--- src/rtl/assert_macros.svh ---
// assertion macros shared by the rtl
`ifndef ASSERT_MACROS_SVH
`define ASSERT_MACROS_SVH

`ifndef ASSERT_OFF

// same-cycle implication, checked out of reset
`define ASSERT_IMPLIES(label, clk, rst, ante, cons) \
   label: assert property (@(posedge clk) disable iff (rst) (ante) |-> (cons)) \
      else $error("assertion failed: implication");

// next-cycle implication, checked out of reset
`define ASSERT_NEXT(label, clk, rst, ante, cons) \
   label: assert property (@(posedge clk) disable iff (rst) (ante) |=> (cons)) \
      else $error("assertion failed: next-cycle implication");

`else

`define ASSERT_IMPLIES(label, clk, rst, ante, cons)
`define ASSERT_NEXT(label, clk, rst, ante, cons)

`endif

`endif

--- src/rtl/nfrc_pkg.sv ---
package nfrc_pkg;

   localparam int HEADER_BYTES        = 7;
   localparam int CFG_KEEP            = 7;
   localparam int MAX_FRAME_BYTES_DEF = 262;
   localparam int RX_WINDOW_MS        = 1000;
   localparam int CFG_IDX_W           = $clog2(CFG_KEEP);

   // largest valid bandwidth index and spreading factor nibble
   localparam logic [3:0] BW_MAX      = 4'd3;
   localparam logic [3:0] SF_NIB_MAX  = 4'd6;
   localparam logic [3:0] SF_OFFSET   = 4'd6;

   localparam logic [15:0] OWN_DEV_ADDR_RST = 16'd0;
   localparam logic [7:0]  OWN_NET_ADDR_RST = 8'd0;
   localparam logic [15:0] NODE_ID_RST      = 16'd0;
   localparam logic [3:0]  CODE_ACK_RST     = 4'd1;
   localparam logic [3:0]  CODE_NACK_RST    = 4'd2;
   localparam logic [3:0]  CODE_CONFIG_RST  = 4'd3;
   localparam logic [7:0]  POWER_LIMIT_RST  = 8'd20;
   localparam logic [1:0]  REQ_BIT_RST      = 2'd0;

   typedef enum logic [2:0] {
      CSR_OWN_DEV_ADDR = 3'd0,
      CSR_OWN_NET_ADDR = 3'd1,
      CSR_NODE_ID      = 3'd2,
      CSR_CODE_ACK     = 3'd3,
      CSR_CODE_NACK    = 3'd4,
      CSR_CODE_CONFIG  = 3'd5,
      CSR_POWER_LIMIT  = 3'd6,
      CSR_REQ_BIT      = 3'd7
   } csr_index_type;

   typedef enum logic [2:0] {
      EV_IGNORED     = 3'd0,
      EV_OK          = 3'd1,
      EV_DATA_REQ    = 3'd2,
      EV_NACK        = 3'd3,
      EV_CONFIG_OK   = 3'd4,
      EV_ID_MISMATCH = 3'd5,
      EV_ERROR       = 3'd6
   } event_type;

   typedef struct packed {
      logic [7:0] rx_byte;
      logic       frame_end;
   } req_type;

   typedef struct packed {
      logic [2:0]  event_res;
      logic [7:0]  net_addr;
      logic [15:0] src_addr;
      logic [15:0] dest_addr;
      logic [15:0] new_sleep_time;
      logic [7:0]  new_power;
      logic [1:0]  new_bw;
      logic [3:0]  new_sf;
      logic [17:0] new_rx_window;
   } rsp_type;

   typedef struct packed {
      logic [15:0] own_dev_addr;
      logic [7:0]  own_net_addr;
      logic [15:0] node_id;
      logic [3:0]  code_ack;
      logic [3:0]  code_nack;
      logic [3:0]  code_config;
      logic [7:0]  power_limit;
      logic [1:0]  req_bit;
   } cfg_type;

   // one finished frame handed from capture to classification
   typedef struct packed {
      logic                     short_frame;
      logic [7:0]               net_addr;
      logic [15:0]              src_addr;
      logic [15:0]              dest_addr;
      logic [3:0]               ftype;
      logic [3:0]               flags;
      logic [CFG_KEEP-1:0][7:0] cfg;
   } frame_rec_type;

endpackage

--- src/rtl/nfrc_csr.sv ---
module nfrc_csr (
   input  logic                 clock,
   input  logic                 reset,
   input  logic                 csr_valid,
   output logic                 csr_ready,
   input  logic [2:0]           csr_index,
   input  logic [15:0]          csr_wdata,
   output nfrc_pkg::cfg_type    cfg
);

   nfrc_pkg::cfg_type cfg_ff;
   nfrc_pkg::cfg_type cfg_in;

   assign csr_ready = 1'b1;
   assign cfg       = cfg_ff;

   always_comb begin
      cfg_in = cfg_ff;
      if (csr_valid) begin
         unique case (nfrc_pkg::csr_index_type'(csr_index))
            nfrc_pkg::CSR_OWN_DEV_ADDR: cfg_in.own_dev_addr = csr_wdata;
            nfrc_pkg::CSR_OWN_NET_ADDR: cfg_in.own_net_addr = csr_wdata[7:0];
            nfrc_pkg::CSR_NODE_ID:      cfg_in.node_id      = csr_wdata;
            nfrc_pkg::CSR_CODE_ACK:     cfg_in.code_ack     = csr_wdata[3:0];
            nfrc_pkg::CSR_CODE_NACK:    cfg_in.code_nack    = csr_wdata[3:0];
            nfrc_pkg::CSR_CODE_CONFIG:  cfg_in.code_config  = csr_wdata[3:0];
            nfrc_pkg::CSR_POWER_LIMIT:  cfg_in.power_limit  = csr_wdata[7:0];
            nfrc_pkg::CSR_REQ_BIT:      cfg_in.req_bit      = csr_wdata[1:0];
         endcase
      end
   end

   always_ff @(posedge clock) begin
      if (reset) begin
         cfg_ff.own_dev_addr <= nfrc_pkg::OWN_DEV_ADDR_RST;
         cfg_ff.own_net_addr <= nfrc_pkg::OWN_NET_ADDR_RST;
         cfg_ff.node_id      <= nfrc_pkg::NODE_ID_RST;
         cfg_ff.code_ack     <= nfrc_pkg::CODE_ACK_RST;
         cfg_ff.code_nack    <= nfrc_pkg::CODE_NACK_RST;
         cfg_ff.code_config  <= nfrc_pkg::CODE_CONFIG_RST;
         cfg_ff.power_limit  <= nfrc_pkg::POWER_LIMIT_RST;
         cfg_ff.req_bit      <= nfrc_pkg::REQ_BIT_RST;
      end else begin
         cfg_ff <= cfg_in;
      end
   end

endmodule

--- src/rtl/nfrc_capture.sv ---
`include "assert_macros.svh"

module nfrc_capture #(
   parameter int MAX_FRAME_BYTES = nfrc_pkg::MAX_FRAME_BYTES_DEF
) (
   input  logic                      clock,
   input  logic                      reset,
   input  logic                      req_valid,
   output logic                      req_stall,
   input  nfrc_pkg::req_type         req_payload,
   output logic                      rec_valid,
   output nfrc_pkg::frame_rec_type   rec,
   input  logic                      rec_take
);

   localparam int COUNT_W = $clog2(MAX_FRAME_BYTES + 1);
   localparam int HDR     = nfrc_pkg::HEADER_BYTES;
   localparam int KEEP    = nfrc_pkg::CFG_KEEP;
   localparam int IDX_W   = nfrc_pkg::CFG_IDX_W;

   logic [COUNT_W-1:0] count_ff, count_in;
   logic [7:0]         header_ff [HDR];
   logic [7:0]         header_upd [HDR];
   logic [7:0]         cfg_ff [KEEP];
   logic [7:0]         cfg_upd [KEEP];
   logic [7:0]         cfg_in [KEEP];
   logic               rec_valid_ff, rec_valid_in;
   nfrc_pkg::frame_rec_type rec_ff, rec_in;

   logic               byte_acc, last_acc;
   logic               below_max, cfg_we;
   logic [COUNT_W-1:0] pay_pos;
   logic [IDX_W-1:0]   pay_idx;

   assign req_stall = rec_valid_ff && !rec_take;
   assign byte_acc  = req_valid && !req_stall;
   assign last_acc  = byte_acc && req_payload.frame_end;
   assign rec_valid = rec_valid_ff;
   assign rec       = rec_ff;

   assign below_max = count_ff < COUNT_W'(MAX_FRAME_BYTES);
   assign pay_pos   = count_ff - COUNT_W'(HDR);
   assign pay_idx   = pay_pos[IDX_W-1:0];
   // payload byte kept only inside the first bytes and within the length byte
   assign cfg_we    = byte_acc && (count_ff >= COUNT_W'(HDR)) && below_max
                      && (pay_pos < COUNT_W'(KEEP))
                      && ({1'b0, pay_pos} < (COUNT_W + 1)'(header_ff[HDR-1]));

   always_comb begin
      for (int i = 0; i < HDR; i++) begin
         header_upd[i] = (byte_acc && count_ff == COUNT_W'(i)) ? req_payload.rx_byte
                                                              : header_ff[i];
      end
      for (int j = 0; j < KEEP; j++) begin
         cfg_upd[j] = (cfg_we && pay_idx == IDX_W'(j)) ? req_payload.rx_byte : cfg_ff[j];
         cfg_in[j]  = last_acc ? 8'd0 : cfg_upd[j];
      end
   end

   always_comb begin
      if (last_acc) begin
         count_in = '0;
      end else if (byte_acc && below_max) begin
         count_in = count_ff + COUNT_W'(1);
      end else begin
         count_in = count_ff;
      end
   end

   always_comb begin
      rec_in.short_frame = count_ff < COUNT_W'(HDR - 1);
      rec_in.net_addr    = header_upd[0];
      rec_in.src_addr    = {header_upd[1], header_upd[2]};
      rec_in.dest_addr   = {header_upd[3], header_upd[4]};
      rec_in.ftype       = header_upd[5][7:4];
      rec_in.flags       = header_upd[5][3:0];
      for (int j = 0; j < KEEP; j++) begin
         rec_in.cfg[j] = cfg_upd[j];
      end
      if (last_acc) begin
         rec_valid_in = 1'b1;
      end else if (rec_take) begin
         rec_valid_in = 1'b0;
      end else begin
         rec_valid_in = rec_valid_ff;
      end
   end

   always_ff @(posedge clock) begin
      if (reset) begin
         count_ff     <= '0;
         rec_valid_ff <= 1'b0;
         for (int j = 0; j < KEEP; j++) begin
            cfg_ff[j] <= 8'd0;
         end
      end else begin
         count_ff     <= count_in;
         rec_valid_ff <= rec_valid_in;
         for (int j = 0; j < KEEP; j++) begin
            cfg_ff[j] <= cfg_in[j];
         end
      end
   end

   always_ff @(posedge clock) begin
      for (int i = 0; i < HDR; i++) begin
         header_ff[i] <= header_upd[i];
      end
      if (last_acc) begin
         rec_ff <= rec_in;
      end
   end

   `ASSERT_IMPLIES(a_count_max, clock, reset, 1'b1, count_ff <= COUNT_W'(MAX_FRAME_BYTES))
   `ASSERT_NEXT(a_count_restart, clock, reset, last_acc, count_ff == '0)
   `ASSERT_NEXT(a_rec_loaded, clock, reset, last_acc, rec_valid_ff)

endmodule

--- src/rtl/nfrc_classify.sv ---
`include "assert_macros.svh"

module nfrc_classify (
   input  logic                      clock,
   input  logic                      reset,
   input  nfrc_pkg::cfg_type         cfg,
   input  logic                      rec_valid,
   input  nfrc_pkg::frame_rec_type   rec,
   output logic                      rec_take,
   output logic                      rsp_valid,
   input  logic                      rsp_stall,
   output nfrc_pkg::rsp_type         rsp_data
);

   logic              rsp_valid_ff, rsp_valid_in;
   nfrc_pkg::rsp_type rsp_data_ff, rsp_data_in;
   nfrc_pkg::event_type ev;
   logic              mine, id_ok, req_flag;
   logic [3:0]        bw_nib, sf_nib;
   logic [7:0]        pw;
   logic              not_cfg_out, new_zero;

   assign rec_take  = !rsp_valid_ff || !rsp_stall;
   assign rsp_valid = rsp_valid_ff;
   assign rsp_data  = rsp_data_ff;

   assign mine     = (rec.dest_addr == cfg.own_dev_addr) && (rec.net_addr == cfg.own_net_addr);
   assign id_ok    = {rec.cfg[0], rec.cfg[1]} == cfg.node_id;
   assign req_flag = rec.flags[cfg.req_bit];
   assign pw       = rec.cfg[4];
   assign bw_nib   = rec.cfg[5][7:4];
   assign sf_nib   = rec.cfg[5][3:0];

   always_comb begin
      priority if (mine) begin
         priority if (rec.ftype == cfg.code_ack) begin
            ev = req_flag ? nfrc_pkg::EV_DATA_REQ : nfrc_pkg::EV_OK;
         end else if (rec.ftype == cfg.code_nack) begin
            ev = nfrc_pkg::EV_NACK;
         end else if (rec.ftype == cfg.code_config) begin
            ev = id_ok ? nfrc_pkg::EV_CONFIG_OK : nfrc_pkg::EV_ID_MISMATCH;
         end else begin
            ev = nfrc_pkg::EV_OK;
         end
      end else if (rec.ftype == cfg.code_config) begin
         ev = id_ok ? nfrc_pkg::EV_CONFIG_OK : nfrc_pkg::EV_IGNORED;
      end else begin
         ev = nfrc_pkg::EV_ERROR;
      end
   end

   always_comb begin
      rsp_data_in = '0;
      if (!rec.short_frame) begin
         rsp_data_in.event_res = ev;
         rsp_data_in.net_addr  = rec.net_addr;
         rsp_data_in.src_addr  = rec.src_addr;
         rsp_data_in.dest_addr = rec.dest_addr;
         if (ev == nfrc_pkg::EV_CONFIG_OK) begin
            rsp_data_in.new_sleep_time = {rec.cfg[2], rec.cfg[3]};
            rsp_data_in.new_power      = (pw != 8'd0 && pw <= cfg.power_limit) ? pw : 8'd0;
            rsp_data_in.new_bw = (bw_nib != 4'd0 && bw_nib <= nfrc_pkg::BW_MAX)
                                 ? bw_nib[1:0] : 2'd0;
            rsp_data_in.new_sf = (sf_nib != 4'd0 && sf_nib <= nfrc_pkg::SF_NIB_MAX)
                                 ? sf_nib + nfrc_pkg::SF_OFFSET : 4'd0;
            rsp_data_in.new_rx_window = {10'd0, rec.cfg[6]} * 18'(nfrc_pkg::RX_WINDOW_MS);
         end
      end
      rsp_valid_in = rec_take ? rec_valid : rsp_valid_ff;
   end

   always_ff @(posedge clock) begin
      if (reset) begin
         rsp_valid_ff <= 1'b0;
      end else begin
         rsp_valid_ff <= rsp_valid_in;
      end
   end

   always_ff @(posedge clock) begin
      if (rec_take && rec_valid) begin
         rsp_data_ff <= rsp_data_in;
      end
   end

   assign not_cfg_out = rsp_valid_ff && (rsp_data_ff.event_res != nfrc_pkg::EV_CONFIG_OK);
   assign new_zero    = (rsp_data_ff.new_sleep_time == 16'd0) && (rsp_data_ff.new_power == 8'd0)
                        && (rsp_data_ff.new_rx_window == 18'd0);

   // settings only go out with an accepted config frame
   `ASSERT_IMPLIES(a_new_only_config, clock, reset, not_cfg_out, new_zero)
   `ASSERT_NEXT(a_rsp_hold, clock, reset, rsp_valid_ff && rsp_stall, rsp_valid_ff)
   `ASSERT_NEXT(a_rsp_stable, clock, reset, rsp_valid_ff && rsp_stall, $stable(rsp_data_ff))

endmodule

--- src/rtl/node_frame_receive_classifier_top.sv ---
// channel  | ports                              | payload
// ---------+------------------------------------+------------------------------
// request  | req_valid, req_stall, req_payload  | rx_byte, frame_end
// response | rsp_valid, rsp_stall, rsp_data     | event_res, header, new settings
// csr      | csr_valid, csr_ready, csr_index,   | register index, write data
//          | csr_wdata                          |
//
// takes one byte per cycle unless req_stall is high; the edge that takes a frame's last byte
// loads its record, and the result register takes that record once it is free
// the byte capture registers and the result register are the two stages
// reset is synchronous and active high; it restores the register defaults and
// starts a new frame
// req_stall rises only while a finished frame waits and the result register is held
module node_frame_receive_classifier_top #(
   parameter int MAX_FRAME_BYTES = nfrc_pkg::MAX_FRAME_BYTES_DEF
) (
   input  logic               clock,
   input  logic               reset,
   input  logic               req_valid,
   output logic               req_stall,
   input  nfrc_pkg::req_type  req_payload,
   output logic               rsp_valid,
   input  logic               rsp_stall,
   output nfrc_pkg::rsp_type  rsp_data,
   input  logic               csr_valid,
   output logic               csr_ready,
   input  logic [2:0]         csr_index,
   input  logic [15:0]        csr_wdata
);

   nfrc_pkg::cfg_type       cfg;
   nfrc_pkg::frame_rec_type rec;
   logic                    rec_valid;
   logic                    rec_take;

   nfrc_csr u_csr (
      .clock     (clock),
      .reset     (reset),
      .csr_valid (csr_valid),
      .csr_ready (csr_ready),
      .csr_index (csr_index),
      .csr_wdata (csr_wdata),
      .cfg       (cfg)
   );

   nfrc_capture #(
      .MAX_FRAME_BYTES (MAX_FRAME_BYTES)
   ) u_capture (
      .clock       (clock),
      .reset       (reset),
      .req_valid   (req_valid),
      .req_stall   (req_stall),
      .req_payload (req_payload),
      .rec_valid   (rec_valid),
      .rec         (rec),
      .rec_take    (rec_take)
   );

   nfrc_classify u_classify (
      .clock     (clock),
      .reset     (reset),
      .cfg       (cfg),
      .rec_valid (rec_valid),
      .rec       (rec),
      .rec_take  (rec_take),
      .rsp_valid (rsp_valid),
      .rsp_stall (rsp_stall),
      .rsp_data  (rsp_data)
   );

endmodule

--- config.mk ---
export PLATFORM = sky130hd
export DESIGN_NAME = node_frame_receive_classifier_top
export DESIGN_NICKNAME = d
export VERILOG_FILES = /design/src/rtl/nfrc_pkg.sv /design/src/rtl/nfrc_csr.sv /design/src/rtl/nfrc_capture.sv /design/src/rtl/nfrc_classify.sv /design/src/rtl/node_frame_receive_classifier_top.sv
export VERILOG_INCLUDE_DIRS = /design/src /design/src/rtl
export SDC_FILE = /design/constraint.sdc
export NUM_CORES = 1
export LEC_CHECK = 0
export BUFFER_PORTS_ARGS = -buffer_cell sky130_fd_sc_hd__buf_2
export CAP_MARGIN = 0
export CORE_MARGIN = 10
export CORE_UTILIZATION = 60
export CTS_BUF_LIST = sky130_fd_sc_hd__clkbuf_4
export DETAILED_ROUTE_END_ITERATION = 8
export HOLD_SLACK_MARGIN = 0.08
export MAX_ROUTING_LAYER = met4
export PLACE_DENSITY = 0.8
export SLEW_MARGIN = 10
export SYNTH_ARGS = -nofsm -noshare
export SYNTH_HDL_FRONTEND = slang
export SYNTH_SLANG_ARGS = --single-unit
--- constraint.sdc ---
create_clock -name clock -period 13.6 [get_ports clock]
set_input_delay 0 -clock clock [delete_from_list [all_inputs] [get_ports clock]]
set_output_delay 0 -clock clock [all_outputs]
set_load 0.02 [all_outputs]
==> results.yml, run 1 <==
status:
  status: "complete, no violations"
layout:
  syn2layout_area_growth_pct: 16.26
  ff_latch_area_mm2: 0.009579
  multiInputGateArea_mm2: 0.006492
  layout.nets: 1677
  final_common_cell: "edfxtp_1"
  final_cell_mix: "201 x edfxtp_1, 177 x dfxtp_1, 159 x nand2_1, 146 x clkbuf_4, 122 x buf_2"
  drive_above_1_share: 0.2518
  nFillCells: 1877
timing:
  finalHoldViolations: 0
  tightest_slew_ns: 1.065
  max_slew_margin: 0.2900
  final_max_slew_viol_count: 0
  fin_setup_tns_ns: 0
  finalClockSkew_ns: 0.06209
  whs_ns: 0.1660
  fin_crit_sh: 0.3361
  rsz0062_at_grt: "no"
  finalCriticalPeriod_ns: 4.571
  setup_viol: 0
  clock.fmax_mhz: 218.8
detailed_routing:
  vias: 11117
  routedWlPerCell_um: 19.02
  remaining_drc_errors: 0
  drt_iter0_markers: 1005
  drt_wl_total_um: 38280
  ant_nets: 0
  viasPerCell: 5.523
  dr.pass1.iters: 5
global_route:
  met2_usage: 0.3586
  top_usage_layer: "met2"
  grt_max_degree: 81
  grt_pass1_vias: 11577
  track_usage: 0.2232
  met1_usage: 0.2684
  grt_overflow: 0
  antenna_found_initial: 1
  grt_pass1_wl_um: 61180
  met3_usage: 0.04879
critical_path:
  worstPathRequired_ns: 14.09
  path_class: "reg2reg"
  crit_top_cell: "fa_1"
  critPathCaptureType: "flop"
  critPathTopFamily: "adder cells"
  r2r_slack_ns: 9.03
  r2r_end: "u_classify.rsp_data[15]"
  cp_slowest_stage_delay_ns: 0.68
  r2r-start: "u_capture.rec[48]"
  critical_path_buf_inv_count: 2
  cp_max_fo: 6
  critPathSlowestCell: "a2111oi_0"
  crit_path_start_kind: "flop"
  arrival_ns: 5.06
  crit_cells: 13
  rr_worst_depth: 13
  cp_cell_sequence: "fa_1 -> xor2_1 -> ha_1 -> inv_1 -> fa_1 -> fa_1 -> inv_1 -> ha_1 -> o21ai_0 -> o21ai_0 -> a2111oi_0 -> or4_1 -> a21oi_1"
  worstSetupEndpoint: "u_classify.rsp_data[15]"
  crit_path_start: "u_capture.rec[48]"
synthesis:
  synthXorXnorAreaFrac: 0.03842
  synth_enable_flop_cells: 201
  muxShareOfSynthArea: 0.1149
  synth_compound_area_frac: 0.04173
  synthFlopType: "edfxtp_1"
  synth_fa_ha_area_frac: 0.07113
  avgSynthCellArea_um2: 12.47
  ys_seq_elements: 378
  yosys.area_share.simple: 0.1217
  synth_warnings: 0
  async_flop_share: 0
  seq_area_frac_synth: 0.5756
  synth.distinct_cells: 62
  synth_top_family_by_area: "simple AND/OR/NAND/NOR gates"
  synth.cell_area_mm2: 0.01664
  syn-instance-count: 1335
placement:
  portBuffers: 122
  gp_congestion: 0.8833
  hpwl_um: 23820
die:
  die_w_um: 186.5
  row_count: 60
  core-area_mm2: 0.02710
  start_util: 0.6140
  io_pins: 127
  die_h_um: 186.5
  die_area_mm2: 0.03480
min_path:
  hold_class: "in2reg"
power_and_ir_drop:
  power.density_mw_per_mm2: 131.3
  ir_drop_mv: 0.08600
  power_uw: 2540
  p_leak_uw: 0.008096
clock_tree:
  clkTransAtPathRegs_ns: 0.07
  cts_setup_buffers: 0
  cts-buffers-inserted: 94
  cts_sinks: 378
  cts-htree-levels: 3
  cts_tree: "done"
  clock_latency_ns: 0.76
  root_buffer: "clkbuf_4"
  clockBufferDepth: 3
run:
  cap_violations: 0
## routing by layer
metal / share of wire / routed length [um] / vias up
met5: 0 / 0 / -
met4: 0.030 / 1151 / 0
met3: 0.071 / 2729 / 93
met2: 0.48 / 18300 / 462
met1: 0.42 / 16100 / 5365
li1: - / - / 5197
## worst reg2reg max path: stages (launching register included)
cell and delay [ns]:
edfxtp_1 0.50, fa_1 0.57, xor2_1 0.19, ha_1 0.28
inv_1 0.05, fa_1 0.49, fa_1 0.53, inv_1 0.06
ha_1 0.33, o21ai_0 0.17, o21ai_0 0.21, a2111oi_0 0.68
or4_1 0.20, a21oi_1 0.05
## synth_stat cells, types with 3 or more instances
cell / instances / area (um^2)
edfxtp_1: 201 / 6036
dfxtp_1: 177 / 3543
nand2_1: 159 / 596.8
mux2_2: 102 / 1149
mux2i_1: 71 / 710.7
ha_1: 61 / 763.2
inv_1: 59 / 221.5
a21oi_1: 57 / 285.3
nor2_1: 53 / 198.9
nor2b_1: 48 / 300.3
xor2_1: 40 / 350.3
clkbuf_1: 38 / 142.6
and2_1: 36 / 225.2
xnor2_1: 33 / 289.0
fa_1: 21 / 420.4
nor4_1: 16 / 100.1
nor3_1: 13 / 65.06
o21ai_0: 12 / 60.06
buf_4: 11 / 82.58
nand3_1: 10 / 50.05
nand4_1: 10 / 62.56
a21o_1: 8 / 60.06
buf_6: 8 / 90.09
nor3b_1: 8 / 60.06
a211oi_1: 7 / 52.55
nand4_4: 6 / 127.6
a211o_1: 5 / 43.79
o21a_1: 5 / 37.54
and3_1: 4 / 25.02
a2111oi_0: 3 / 26.28
buf_2: 3 / 15.01
nand2b_1: 3 / 18.77
nor4b_1: 3 / 26.28
o21bai_1: 3 / 22.52
or3_1: 3 / 18.77
## per-stage QoR
stage / cell area (um^2) / std cells / utilization / setup WS, ns
finish: 19350 / 2013 / 0.7139 / 9.029
CTS: 19340 / 2012 / 0.7138 / 9.089
global placement: 17440 / 1776 / 0.6435 / 9.237
floorplan: 16650 / 1337 / - / 6.207
detailed placement: 17440 / 1776 / 0.6435 / 9.109
global route: 19350 / 2013 / 0.7139 / 8.794
## area by class of cell
type	count	area share
Clock buffer	146	0.05665
Antenna cell	1	0.0001293
Inverter	59	0.01158
Clock inverter	28	0.009765
Sequential cell	378	0.4951
Timing Repair Buffer	193	0.06713
Tap cell	372	0.02406
Multi-Input combinational cell	836	0.3356
## registers in the layout, summed over array words and instances, names as in the netlist
| register | flops |
|---|---|
| u_capture.rec | 105 |
| u_csr.cfg | 62 |
| u_capture.rec_valid | 1 |
| u_classify.rsp_valid | 1 |
| u_capture.header_ff | 56 |
| u_classify.rsp_data | 88 |
| u_capture.cfg_ff | 56 |
| u_capture.count_ff | 9 |
## kinds of logic (layout without fill, tap and decap cells)
family                     Yosys count  in the layout
and+or+nand+nor                    389            389
xor gates and xnor gates            73             73
AOI/OAI and AO/OA                  112            112
buffers and inverters              123            426
DFF                                378            378
muxes                              176            176
adders and majority gates           82             82
other                                2              5
## power breakdown
part | internal (uW) | leakage, uW | total (uW) | switching (uW)
registers | 1260 | 0.00336 | 1280 | 22.5
clock network | 531 | 0.000756 | 993 | 461
logic | 110 | 0.00398 | 264 | 154
## worst min-delay path by stage
stage	startpoint	end	slack [ns]	depth (start not counted)
detailed placement	csr_wdata[15]	u_csr.cfg[61]	0.27	3
global route	csr_wdata[4]	u_csr.cfg[6]	0.13	4
global placement	csr_wdata[15]	u_csr.cfg[61]	0.27	3
finish	csr_wdata[4]	u_csr.cfg[6]	0.17	4
floorplan	req_payload[1]	u_capture.header_ff[6][0]	0.1	0
CTS	csr_wdata[7]	u_csr.cfg[45]	0.08	4
## what timing repair did
action / 4_1_cts / 5_1_grt
resized for setup: 0 / 0
hold buffers: 62 / 0
endpoints found under the hold margin: 402 / 0
No activity file was read; power rests on OpenSTA's default activity.
==> inputs of run 2 (changes only) <==
clock period = 4.4 ns   (was 13.6 ns; I/O delays follow)
==> run 2 against run 1 <==
Net effect: hold slack worse by 0.050 ns; cell count is 0.40% higher; sequential share of layout area decreased by 0.22 points; maximum frequency is 8.1% higher; combinational power rose to 3.3 times the previous value; clock power grew to 3.0 times the previous value; critical path depth unchanged; via count down 0.49%; clock skew fell by 0.0073 ns; non-clock buffer count grew 7; count of clock-buffer cells in the layout rose by 2.
==> results.yml, run 2 (synthesized netlist as in run 1, its figures left out) <==
critical_path:
  worstPathRequired_ns: 4.95
  critPathSlowestCell: "fa_2"
  arrival_ns: 4.78
  critPathCaptureType: "flop"
  cp_slowest_stage_delay_ns: 0.52
  path_class: "reg2reg"
  rr_worst_depth: 13
  cp_cell_sequence: "fa_2 -> xor2_1 -> ha_1 -> inv_1 -> fa_1 -> fa_1 -> inv_1 -> ha_1 -> o21ai_1 -> o21ai_2 -> a2111oi_4 -> or4_1 -> a21oi_1"
  cp_max_fo: 4
  crit_path_start_kind: "flop"
min_path:
  hold_depth: 4
  hold_class: "in2reg"
power_and_ir_drop:
  p_leak_uw: 0.008135
  netSwitchingFraction: 0.2553
  p_sw_uw: 1994
  ir_drop_mv: 0.2769
  power.density_mw_per_mm2: 401.9
  comb_power_share: 0.113
  p_seq_frac: 0.508
  p_int_uw: 5816
  p_clk_frac: 0.380
placement:
  postPlaceCellArea_mm2: 0.01752
  gp_congestion: 0.8490
  dp.cells: 1785
  hpwl_um: 24190
  portBuffers: 122
layout:
  syn2layout_area_growth_pct: 16.78
  multiInputGateArea_mm2: 0.006568
  final_cell_mix: "201 x edfxtp_1, 177 x dfxtp_1, 159 x nand2_1, 148 x clkbuf_4, 122 x buf_2"
  final_common_cell: "edfxtp_1"
  design_area_mm2: 0.01943
  layout.nets: 1683
  nFillCells: 1841
  drive_above_1_share: 0.2623
  finalNonFillerCells: 2021
  ff_latch_area_mm2: 0.009579
  largest_reg_flops: 105
global_route:
  track_usage: 0.2215
  grt_pass1_wl_um: 60820
  grt_pass1_vias: 11489
  grt_overflow: 0
  grt_max_degree: 67
  antenna_found_initial: 2
status:
  status: "complete, no violations"
detailed_routing:
  dr.pass1.iters: 5
  remaining_drc_errors: 0
  vias: 11063
  drt_iter0_markers: 802
  drt_wl_total_um: 38200
  viasPerCell: 5.474
  routedWlPerCell_um: 18.90
  ant_nets: 0
clock_tree:
  clockBufferDepth: 3
  cts-htree-levels: 3
  cts_setup_buffers: 0
  cts_sinks: 378
  cts-buffers-inserted: 93
  root_buffer: "clkbuf_4"
  clock_latency_ns: 0.75
  clkTransAtPathRegs_ns: 0.07
  cts_tree: "done"
die:
  die_h_um: 186.5
  core-area_mm2: 0.02710
  die_area_mm2: 0.03480
  start_util: 0.6140
  row_count: 60
  die_w_um: 186.5
  io_pins: 127
timing:
  finalClockSkew_ns: 0.05474
  clock.fmax_mhz: 236.5
  tightest_slew_ns: 1.145
  fin_setup_tns_ns: 0
  finalCriticalPeriod_ns: 4.228
  final_max_slew_viol_count: 0
  max_slew_margin: 0.2349
  finalHoldViolations: 0
  setup_viol: 0
  rsz0062_at_grt: "no"
  fin_crit_sh: 0.9609
run:
  cap_violations: 0
## run 2: worst paths after layout
kind	startpoint	to	slack, ns
worst min-delay path	csr_wdata[10]	u_csr.cfg[56]	0.12
worst min register to register	u_csr.cfg[7]	u_csr.cfg[7]	0.46
worst max-delay path	u_capture.rec[49]	u_classify.rsp_data[15]	0.17
worst max register to register	u_capture.rec[49]	u_classify.rsp_data[15]	0.17
## run 2: repair_timing
item,4_1_cts,5_1_grt
hold buffers,60,0
gates resized for setup,2,12
setup endpoints to repair,2,3
hold endpoints to repair,405,0
pin swaps,0,5
## run 2: critical path: cells and delay by family (launching register included)
family                     cells  cell delay (ns)
xor gates and xnor gates       1             0.18
DFF                            1             0.46
AOI/OAI and AO/OA              4             0.73
adders and majority gates      5             2.14
and+or+nand+nor                1             0.48
buffers and inverters          2             0.09
## run 2: cell type report
cell class | instances | share of cell area
flip-flops and latches | 378 | 0.4929
multi-input cells | 836 | 0.3379
repair buffers | 200 | 0.06928
clock buffers | 148 | 0.05717
well taps | 372 | 0.02395
inverters | 59 | 0.01152
clock inverters | 26 | 0.006953
diodes | 2 | 0.0002575
## run 2: power by group through the flow
stage	Clock [uW]	Combinational [uW]	Sequential (uW)
2_1_floorplan	0	535	4050
3_3_place_gp	0	738	4030
3_5_place_dp	0	767	4040
4_1_cts	3010	809	3960
5_1_grt	3220	972	3980
6_report	2960	881	3960
## run 2: per-layer routing
| metal | wire [um] | GRT usage | share of wire |
|---|---|---|---|
| met1 | 16030 | 0.2680 | 0.42 |
| met2 | 18660 | 0.3558 | 0.49 |
| met3 | 2418 | 0.05028 | 0.063 |
| met4 | 1091 | 0.08530 | 0.029 |
| met5 | 0 | - | 0 |
## run 2: stage by stage
stage / power, uW / hold slack (ns) / utilization / setup WS [ns]
after global routing: 8169 / 0.1102 / 0.7171 / 0.02376
after detailed placement: 4807 / 0.2767 / 0.6464 / -0.05213
final: 7810 / 0.1162 / 0.7171 / 0.1722
after global placement: 4770 / 0.2712 / 0.6464 / 0.08895
after floorplan: 4582 / 0.09887 / - / 0.1942
after CTS: 7785 / 0.08278 / 0.7145 / 0.05623
